==> src/sv/urbft_pkg.sv <==
// Shared types and constants for the serial-port ring buffer with frame timeout.
// No dependencies.
package urbft_pkg;

  typedef enum logic [2:0] {
    ACT_PUT  = 3'd0,
    ACT_DONE = 3'd1,
    ACT_RX   = 3'd2,
    ACT_TICK = 3'd3,
    ACT_READ = 3'd4
  } action_t;

  typedef enum logic [2:0] {
    ST_IDLE,
    ST_DECODE,
    ST_PUT_DATA,
    ST_TX_READ,
    ST_TX_WAIT,
    ST_RX_MOD,
    ST_RX_WAIT
  } state_t;

  // register index on the config bus (paddr[2])
  localparam logic REG_RX_IDLE_TICKS = 1'b0;
  localparam logic REG_CRLF_EXPAND   = 1'b1;

  localparam logic [7:0] RX_IDLE_TICKS_RST = 8'd10;
  localparam logic       CRLF_EXPAND_RST   = 1'b1;

  localparam logic [7:0] LF_BYTE = 8'h0A;
  localparam logic [7:0] CR_BYTE = 8'h0D;

endpackage

==> src/sv/uart_ring_buffer_with_frame_timeout_unit.sv <==
// Top level: transmit ring, receive store and idle-tick frame timeout.
// Depends on urbft_pkg.
//
// channel   handshake                 payload
// -------   ----------------------    ---------------------------------------------
// in        start & !busy             in_action, in_data_byte, in_read_index
// out       out_valid (1-cycle pulse) out_send_valid, out_send_byte, out_sending,
//                                     out_frame_done, out_frame_length, out_read_byte
// config    psel & penable & pwrite   paddr, pwdata, prdata, pready (always 1)
//
// An accepted item goes to ST_DECODE, which gives the result beat for an rx byte, a
// tick, a done that sends nothing, a put while the sender runs and an unknown action.
// A read goes on via ST_RX_MOD and ST_RX_WAIT; a done that sends and a put that starts
// the sender via ST_TX_READ and ST_TX_WAIT; an LF put that writes a CR via ST_PUT_DATA
// first. The next item can be accepted at the edge that ends the beat. Reset is
// synchronous and clears pointers, flags and counters; the stores are not cleared.
module uart_ring_buffer_with_frame_timeout_unit
  import urbft_pkg::*;
#(
  parameter int BUFFER_DEPTH = 256
) (
  input  logic        clk,
  input  logic        rst_n,

  input  logic        start,
  output logic        busy,
  input  logic [2:0]  in_action,
  input  logic [7:0]  in_data_byte,
  input  logic [7:0]  in_read_index,

  output logic        out_valid,
  output logic        out_send_valid,
  output logic [7:0]  out_send_byte,
  output logic        out_sending,
  output logic        out_frame_done,
  output logic [7:0]  out_frame_length,
  output logic [7:0]  out_read_byte,

  input  logic        psel,
  input  logic        penable,
  input  logic        pwrite,
  input  logic [2:0]  paddr,
  input  logic [31:0] pwdata,
  output logic [31:0] prdata,
  output logic        pready
);

  localparam int AW = $clog2(BUFFER_DEPTH);
  localparam logic [AW-1:0] LAST_POS = AW'(BUFFER_DEPTH - 1);
  localparam logic [8:0]    DEPTH_9  = 9'(BUFFER_DEPTH);

  logic [7:0] tx_mem [BUFFER_DEPTH];
  logic [7:0] rx_mem [BUFFER_DEPTH];

  state_t        state_r, state_nxt;
  logic [2:0]    act_r, act_nxt;
  logic [7:0]    data_r, data_nxt;
  logic [7:0]    idx_r, idx_nxt;
  logic [AW-1:0] tx_wp_r, tx_wp_nxt;
  logic [AW-1:0] tx_rp_r, tx_rp_nxt;
  logic          tx_running_r, tx_running_nxt;
  logic [AW-1:0] rx_count_r, rx_count_nxt;
  logic [7:0]    rx_timer_r, rx_timer_nxt;
  logic [7:0]    last_len_r, last_len_nxt;
  logic [7:0]    idle_ticks_r, idle_ticks_nxt;
  logic          crlf_r, crlf_nxt;

  logic          valid_r, valid_nxt;
  logic          send_valid_r, send_valid_nxt;
  logic [7:0]    send_byte_r, send_byte_nxt;
  logic          frame_done_r, frame_done_nxt;
  logic [7:0]    read_byte_r, read_byte_nxt;

  logic          tx_we, tx_re, rx_we, rx_re;
  logic [AW-1:0] tx_waddr, rx_addr;
  logic [7:0]    tx_wdata;
  logic [7:0]    tx_rdata_r, rx_rdata_r;

  logic          cfg_wr;

  function automatic logic [AW-1:0] next_pos(input logic [AW-1:0] p);
    return (p == LAST_POS) ? '0 : p + 1'b1;
  endfunction

  assign cfg_wr = psel & penable & pwrite;
  assign pready = 1'b1;
  assign prdata = (paddr[2] == REG_CRLF_EXPAND) ? {31'd0, crlf_r} : {24'd0, idle_ticks_r};

  always_comb begin
    state_nxt      = state_r;
    act_nxt        = act_r;
    data_nxt       = data_r;
    idx_nxt        = idx_r;
    tx_wp_nxt      = tx_wp_r;
    tx_rp_nxt      = tx_rp_r;
    tx_running_nxt = tx_running_r;
    rx_count_nxt   = rx_count_r;
    rx_timer_nxt   = rx_timer_r;
    last_len_nxt   = last_len_r;
    idle_ticks_nxt = idle_ticks_r;
    crlf_nxt       = crlf_r;
    valid_nxt      = 1'b0;
    send_valid_nxt = send_valid_r;
    send_byte_nxt  = send_byte_r;
    frame_done_nxt = frame_done_r;
    read_byte_nxt  = read_byte_r;
    tx_we          = 1'b0;
    tx_re          = 1'b0;
    rx_we          = 1'b0;
    rx_re          = 1'b0;
    tx_waddr       = tx_wp_r;
    tx_wdata       = data_r;
    rx_addr        = rx_count_r;

    if (cfg_wr) begin
      unique case (paddr[2])
        REG_RX_IDLE_TICKS: idle_ticks_nxt = pwdata[7:0];
        REG_CRLF_EXPAND:   crlf_nxt       = pwdata[0];
      endcase
    end

    unique case (state_r)
      ST_IDLE: begin
        if (start) begin
          act_nxt        = in_action;
          data_nxt       = in_data_byte;
          idx_nxt        = in_read_index;
          send_valid_nxt = 1'b0;
          send_byte_nxt  = '0;
          frame_done_nxt = 1'b0;
          read_byte_nxt  = '0;
          state_nxt      = ST_DECODE;
        end
      end
      ST_DECODE: begin
        unique case (act_r)
          ACT_PUT: begin
            tx_we     = 1'b1;
            tx_wp_nxt = next_pos(tx_wp_r);
            if (crlf_r && data_r == LF_BYTE) begin
              tx_wdata  = CR_BYTE;
              state_nxt = ST_PUT_DATA;
            end else if (!tx_running_r) begin
              state_nxt = ST_TX_READ;
            end else begin
              valid_nxt = 1'b1;
              state_nxt = ST_IDLE;
            end
          end
          ACT_DONE: begin
            if (tx_running_r && tx_rp_r != tx_wp_r) begin
              state_nxt = ST_TX_READ;
            end else begin
              tx_running_nxt = 1'b0;
              valid_nxt      = 1'b1;
              state_nxt      = ST_IDLE;
            end
          end
          ACT_RX: begin
            rx_we        = 1'b1;
            rx_count_nxt = next_pos(rx_count_r);
            rx_timer_nxt = idle_ticks_r;
            valid_nxt    = 1'b1;
            state_nxt    = ST_IDLE;
          end
          ACT_TICK: begin
            if (rx_count_r != '0) begin
              if (rx_timer_r == '0) begin
                last_len_nxt   = 8'(rx_count_r);
                rx_count_nxt   = '0;
                frame_done_nxt = 1'b1;
              end
              rx_timer_nxt = rx_timer_r - 1'b1;
            end
            valid_nxt = 1'b1;
            state_nxt = ST_IDLE;
          end
          ACT_READ: state_nxt = ST_RX_MOD;
          default: begin
            valid_nxt = 1'b1;
            state_nxt = ST_IDLE;
          end
        endcase
      end
      ST_PUT_DATA: begin
        tx_we     = 1'b1;
        tx_wp_nxt = next_pos(tx_wp_r);
        if (!tx_running_r) begin
          state_nxt = ST_TX_READ;
        end else begin
          valid_nxt = 1'b1;
          state_nxt = ST_IDLE;
        end
      end
      ST_TX_READ: begin
        // issued in the cycle after the last write so a fresh byte is seen
        tx_re     = 1'b1;
        state_nxt = ST_TX_WAIT;
      end
      ST_TX_WAIT: begin
        send_valid_nxt = 1'b1;
        send_byte_nxt  = tx_rdata_r;
        tx_rp_nxt      = next_pos(tx_rp_r);
        tx_running_nxt = 1'b1;
        valid_nxt      = 1'b1;
        state_nxt      = ST_IDLE;
      end
      ST_RX_MOD: begin
        // fold read_index below the depth, one subtract per cycle
        if ({1'b0, idx_r} >= DEPTH_9) begin
          idx_nxt = idx_r - 8'(BUFFER_DEPTH);
        end else begin
          rx_re     = 1'b1;
          rx_addr   = idx_r[AW-1:0];
          state_nxt = ST_RX_WAIT;
        end
      end
      ST_RX_WAIT: begin
        read_byte_nxt = rx_rdata_r;
        valid_nxt     = 1'b1;
        state_nxt     = ST_IDLE;
      end
      default: state_nxt = ST_IDLE;
    endcase
  end

  always_ff @(posedge clk) begin
    if (tx_we) tx_mem[tx_waddr] <= tx_wdata;
    if (tx_re) tx_rdata_r <= tx_mem[tx_rp_r];
    if (rx_we) rx_mem[rx_addr] <= data_r;
    if (rx_re) rx_rdata_r <= rx_mem[rx_addr];
  end

  always_ff @(posedge clk) begin
    if (!rst_n) begin
      state_r      <= ST_IDLE;
      tx_wp_r      <= '0;
      tx_rp_r      <= '0;
      tx_running_r <= 1'b0;
      rx_count_r   <= '0;
      rx_timer_r   <= '0;
      last_len_r   <= '0;
      idle_ticks_r <= RX_IDLE_TICKS_RST;
      crlf_r       <= CRLF_EXPAND_RST;
      valid_r      <= 1'b0;
    end else begin
      state_r      <= state_nxt;
      tx_wp_r      <= tx_wp_nxt;
      tx_rp_r      <= tx_rp_nxt;
      tx_running_r <= tx_running_nxt;
      rx_count_r   <= rx_count_nxt;
      rx_timer_r   <= rx_timer_nxt;
      last_len_r   <= last_len_nxt;
      idle_ticks_r <= idle_ticks_nxt;
      crlf_r       <= crlf_nxt;
      valid_r      <= valid_nxt;
    end
  end

  always_ff @(posedge clk) begin
    act_r        <= act_nxt;
    data_r       <= data_nxt;
    idx_r        <= idx_nxt;
    send_valid_r <= send_valid_nxt;
    send_byte_r  <= send_byte_nxt;
    frame_done_r <= frame_done_nxt;
    read_byte_r  <= read_byte_nxt;
  end

  assign busy             = (state_r != ST_IDLE);
  assign out_valid        = valid_r;
  assign out_send_valid   = send_valid_r;
  assign out_send_byte    = send_byte_r;
  assign out_sending      = tx_running_r;
  assign out_frame_done   = frame_done_r;
  assign out_frame_length = last_len_r;
  assign out_read_byte    = read_byte_r;

endmodule

==> config.mk <==
export PLATFORM = sky130hd
export DESIGN_NAME = uart_ring_buffer_with_frame_timeout_unit
export DESIGN_NICKNAME = d
export VERILOG_FILES = /design/src/sv/urbft_pkg.sv /design/src/sv/uart_ring_buffer_with_frame_timeout_unit.sv
export SDC_FILE = /design/constraint.sdc
export NUM_CORES = 2
export LEC_CHECK = 0
export BUFFER_PORTS_ARGS = -buffer_cell sky130_fd_sc_hd__buf_2
export CORE_MARGIN = 5
export CORE_UTILIZATION = 30
export DETAILED_ROUTE_END_ITERATION = 7
export PLACE_DENSITY = 0.45
export SYNTH_ARGS = -nofsm -noshare
export SYNTH_HDL_FRONTEND = slang
export SYNTH_SLANG_ARGS = --single-unit
==> constraint.sdc <==
create_clock -name clk -period 17.55 [get_ports clk]
set_input_delay 1.755 -clock clk [delete_from_list [all_inputs] [get_ports clk]]
set_output_delay 1.755 -clock clk [all_outputs]
set_load 0.05 [all_outputs]
[Word-level counts from Yosys, hierarchy flattened]
Memories as Yosys holds them, arrays and structs flattened. A register that Yosys moved wholly into a read port is not among the register bits.
Cells that the tools add are included.
Storage, ports and cells
  register bits after elaboration: 91
  bits in writable memories: 4096
  bits of input ports: 60
  output and inout bits: 62
  logic and storage cells: 123
  memories: 2
Cells by class
  add/subtract/negate cells: 4
  eq/ne operators: 24
  muxes and demuxes: 48
  bitwise operators: 3
  reductions and logical operators: 25
Memories
  rx_mem: depth 256, width 8, rd ports 1, clocked after memory_dff 1, wr ports 1, line uart_ring_buffer_with_frame_timeout_unit.sv:53  | logic [7:0] rx_mem [BUFFER_DEPTH];
  tx_mem: depth 256, width 8, rd ports 1, clocked after memory_dff 1, wr ports 1, line uart_ring_buffer_with_frame_timeout_unit.sv:52  | logic [7:0] tx_mem [BUFFER_DEPTH];
Operators by type and width (count)
  $mux 8: 13
  $pmux 8 s2: 5
  $add 8x1->8 const B: 3
  $eq 8x8->1 const B: 3
  $mux 1: 18
  $pmux 3 s5: 1
  $ne 2x2->1 const B: 7
  $eq 3x2->1 const B: 4
  $eq 3x3->1 const B: 4
  $reduce_and 2->1: 6
  $reduce_bool 2->1: 6
  $pmux 3 s3: 1
  $eq 8x4->1 const B: 1
  $logic_not 8->1: 1
  $ne 8x8->1: 1
  $pmux 1 s2: 4
  $reduce_and 4->1: 2
  $reduce_bool 8->1: 1
  $sub 8x1->8 const B: 1
  $eq 3x1->1 const B: 2
  $logic_not 3->1: 2
  $mux 2: 3
  $pmux 1 s3: 2
  $reduce_and 3->1: 2
  other kinds (8): 11

[Logic depth before layout (Yosys ltp)]
  depth after elaboration: 5
  depth in mapped cells: 13
  mapped depth without buffers: 10

[Least setup slack after synthesis]
Ideal clock, no wire load.
  kind: register -> register
  start: register data_r[2]
  end: memory tx_mem[0][1] (data pin)
  library setup time: 1452 ps
  arrival time: 10473 ps
  required time: 16098 ps
  slack: 5625 ps
  cell stages (with the launch flop): 6
  buffers on the path: 0
  clock period less this slack: 11925 ps
  cell sequence: edfxtp_1 or4b_2 nor3_1 nand4b_1 nor4b_1 nor2b_1
On the way
  cells in the longest elaborated chain, start to end: 5
Ends and longest elaborated chain
  from (decl): line uart_ring_buffer_with_frame_timeout_unit.sv:57  | logic [7:0] data_r, data_nxt;
  from (signal assigned): line uart_ring_buffer_with_frame_timeout_unit.sv:262  | data_r <= data_nxt;
  $eq 8x4->1: line uart_ring_buffer_with_frame_timeout_unit.sv:140  | if (crlf_r && data_r == LF_BYTE) begin
  $logic_and 1x1->1: line uart_ring_buffer_with_frame_timeout_unit.sv:140
  $mux 8: line uart_ring_buffer_with_frame_timeout_unit.sv:140
  $mux 8: line uart_ring_buffer_with_frame_timeout_unit.sv:136  | unique case (act_r)
  $mux 8: line uart_ring_buffer_with_frame_timeout_unit.sv:122  | unique case (state_r)
  net tx_wdata[1]: line uart_ring_buffer_with_frame_timeout_unit.sv:76  | logic [7:0] tx_wdata;
  to (decl): line uart_ring_buffer_with_frame_timeout_unit.sv:52
The timed path passes the listed nets, and every way through them passes these cells.

[Worst setup path after layout]
  start: register state_r[2]
  end: register rx_rdata_r[0] (read register of rx_mem) (data pin)
On the way
  cells in the longest elaborated chain, start to end: 2
  elaborated cells on any way between the ends: 3
  those cells by class: 1 x eq/ne; 2 x mux
Ends and longest elaborated chain
  from (decl): line uart_ring_buffer_with_frame_timeout_unit.sv:55  | state_t state_r, state_nxt;
  from (signal assigned): line uart_ring_buffer_with_frame_timeout_unit.sv:247  | state_r <= state_nxt;
  $eq 3x3->1 *: line uart_ring_buffer_with_frame_timeout_unit.sv:122
  $mux 8 or $mux 1 (tied branches): line uart_ring_buffer_with_frame_timeout_unit.sv:122
  to (decl): line uart_ring_buffer_with_frame_timeout_unit.sv:77  | logic [7:0] tx_rdata_r, rx_rdata_r;
Every way passes the cells marked *; elsewhere a longest branch is shown, timed or not.
A chain may end at the register's enable or synchronous reset.

==> metrics.log <==
INFO  metric setup_repair_after_global_routing_missed_its_margin = false
INFO  metric synth.yosys.seq_area_share = 0.767
INFO  metric route.antenna.remaining_nets = 0
INFO  metric postSynth.asyncResetShare = 0
INFO  metric maxCapViolCount = 0
INFO  metric relative_slew_slack = 0.173
INFO  metric die_width = 749 um
INFO  metric tightest_slew = 1.24 ns
INFO  metric r2r.worst_path.cells = 13
INFO  metric initial_antenna_violation_count = 18
INFO  metric nNetsFinal = 9,710
INFO  metric postSynth.topFlopCell = edfxtp_1
INFO  metric clock_skew = 0.0572 ns
INFO  metric post_syn_instances = 9,589
INFO  metric max_freq = 160 MHz
INFO  metric post_synth_instance_area = 164,000 sq um
INFO  metric start_util = 0.301
INFO  metric path_max_fanout = 78
INFO  metric finalMaxSlewViolations = 0
INFO  metric worst_ep_required_time = 18.24 ns
INFO  metric power.static_leakage = 56.1 nW
INFO  metric route.vias.total = 86,700
INFO  metric power_density = 111 nW/um^2
INFO  metric synthesis.yosys.warnings = 0
INFO  metric finalSetupViolCount = 0
INFO  metric first_global_vias = 87,300
INFO  metric top_regs = rx_mem: 2048 flops, tx_mem: 2048 flops
INFO  metric grt-ovfl-total = 0
INFO  metric first_pass_iters = 6
INFO  metric rr_endpoint = rx_rdata_r[0]
INFO  metric drt_wl_total = 458 mm
INFO  metric timing_hold_violations_final = 0
INFO  metric root_buffer = clkbuf_16
INFO  metric rows = 271
INFO  metric yosysUniqueCellTypes = 61
INFO  metric finalWorstPathRequiredPeriod = 6.25 ns
INFO  metric fin_crit_sh = 0.356
INFO  metric total_negative_setup_slacks = 0 ns
INFO  metric holdPathEnd = idle_ticks_r[5]
INFO  metric critical_path_class = flip-flop to flip-flop
INFO  metric num-fill-cells = 51,800
INFO  metric hpwlAfterDp = 267 mm
INFO  metric num_io_pins = 122
INFO  metric clock_path_buffers = 4
INFO  metric post-route-drc-count = 0
INFO  metric cts_resized = 0
INFO  metric detailedRoute.firstIterationViolations = 8,090
INFO  metric crit_path_end_kind = flip-flop
INFO  metric synthesis.area_per_instance = 17.1 sq um
INFO  metric path_clk_slew = 0.06 ns
INFO  metric drt-vias-per-instance = 5.03
INFO  metric htree_levels = 5
INFO  metric cts-hold-fix-buffers = 0
INFO  metric worst_r2r_startpoint = state_r[2]
INFO  metric synth-seq-cells = 4,203
INFO  metric timing.critical_path.from_type = flip-flop
INFO  metric synthToLayoutAreaGrowth = 13.8%
INFO  metric grt_max_degree = 190
INFO  metric die_area = 561,000 sq um
INFO  metric cts_post_setup_buffers_inserted = 0
INFO  metric grt_use_total = 0.158
INFO  metric timing.hold.ws = 0.479 ns
INFO  metric routability_driven_placement_congestion_ratio = 0.801
INFO  metric clk-insertion-delay-late = 1.02 ns
INFO  metric reg2reg_setup_slack = 11.30 ns
INFO  metric run_status = completed
INFO  metric crit_arrival = 6.94 ns
INFO  metric core = 545,000 sq um
INFO  metric route.detailed.wl_per_inst = 26.6 um
INFO  metric worst_hold_path.num_cells = 2
INFO  metric cts_inserted_buffers = 435
INFO  metric hold_path.startpoint = idle_ticks_r[5]
INFO  metric post-route-util = 0.343
INFO  metric power.ir.vdd_worst = 0.0910 mV
INFO  metric holdCritPathClass = flip-flop to flip-flop
INFO  metric synth_enable_flop_cells = 4,149
INFO  metric die_height = 749 um
INFO  metric global_route_wire_length_before_repair = 653 mm
INFO  metric tritoncts_num_sinks = 4,203
INFO  metric buffer_ports.inserted = 70
INFO  metric cts_tree = done
INFO  metric layout-drive-gt1-share = 0.161
-- layer usage --
metal	up-vias	global-route usage	routed length (um)
li1	37700	-	-
met1	46000	0.215	198000
met2	2369	0.269	227000
met3	648	0.0193	21200
met4	4	0.0426	12500
met5	-	0	27
-- worst max-delay path, cell delays in order (launching register included) --
cell and delay, ns:
dfxtp_1 0.61, nand3b_1 0.22, buf_4 0.33, a21oi_4 0.21
buf_4 0.72, buf_4 0.77, buf_4 0.62, buf_4 0.74
mux2i_1 0.27, a32oi_1 0.11, nand4_1 0.23, nand4_1 0.29
nor3_1 0.38, nand4_1 0.20
-- cells in the final DEF (no fill, tap or decap), types with 48 or more instances in the layout --
cell type  count
nand3_1      392
a22oi_1      127
buf_2         70
dfxtp_1       48
a32oi_1      143
edfxtp_1    4149
clkbuf_16    439
buf_4        153
nor2_1       614
clkbuf_1      88
mux2i_1       75
mux4_2       699
clkinv_2      86
nand4_1       90
nand2_1     1629
a21oi_1      489
clkinv_1     108
a31oi_1       80
-- per-stage QoR --
stage | setup WS [ns] | instance area, sq um | cells | power [W]
floorplan | 5.62 | 164000 | 9612 | 0.0116
global placement | 11.36 | 173000 | 16400 | 0.0118
detailed placement | 11.34 | 173000 | 16400 | 0.0118
CTS | 11.33 | 186000 | 17200 | 0.0209
global route | 11.06 | 186000 | 17200 | 0.0214
finish | 11.30 | 187000 | 17200 | 0.0207
-- cell families (layout without fill, tap and decap cells) --
logic type / Yosys count / in the layout / share of synthesized area
flops: 4203 / 4203 / 0.767
simple gates: 2870 / 2870 / 0.0721
compound gates: 1032 / 1032 / 0.0411
mux: 783 / 783 / 0.101
buf+inv: 667 / 1058 / 0.0170
xor+xnor: 23 / 23 / 0.00123
fa+ha+maj: 9 / 9 / 0.000687
other cells: 2 / 33 / 0.0000458
-- cells in the mapped netlist (54+ instances only) --
cell type | instances | share of area
edfxtp_1 | 4149 | 0.76
nand2_1 | 1630 | 0.037
mux4_2 | 699 | 0.096
nor2_1 | 619 | 0.014
a21oi_1 | 491 | 0.015
clkbuf_1 | 412 | 0.0094
nand3_1 | 408 | 0.012
a32oi_1 | 143 | 0.0076
buf_2 | 132 | 0.0040
a22oi_1 | 127 | 0.0058
nand4_1 | 90 | 0.0034
a31oi_1 | 81 | 0.0031
buf_1 | 78 | 0.0018
mux2i_1 | 78 | 0.0048
dfxtp_1 | 54 | 0.0066
-- worst max-delay path by stage --
| stage | start | to |
|---|---|---|
| 5_1_grt | state_r[2] | rx_rdata_r[1] |
| 3_3_place_gp | tx_rp_r[0] | tx_rdata_r[2] |
| 2_1_floorplan | data_r[2] | tx_mem[0][1] |
| 6_report | state_r[2] | rx_rdata_r[0] |
| 3_5_place_dp | tx_rp_r[0] | tx_rdata_r[6] |
| 4_1_cts | tx_rp_r[0] | tx_rdata_r[6] |
-- power by group --
group          internal (W)  switching, W
clock network       0.00517       0.00394
registers            0.0111     0.0000127
logic             0.0000944      0.000404
-- final cells by class --
class                           instances  area (sq um)  share of cell area
Sequential cell                      4203        126000               0.674
Multi-Input combinational cell       4742         35900               0.193
Clock buffer                          527         11300              0.0607
Tap cell                             7234          9050              0.0485
Clock inverter                        272          2560              0.0137
Timing Repair Buffer                  243          1900              0.0102
Inverter                               16          60.1            0.000322
Antenna cell                            8          20.0            0.000107
(Power assumes the default switching activity.)
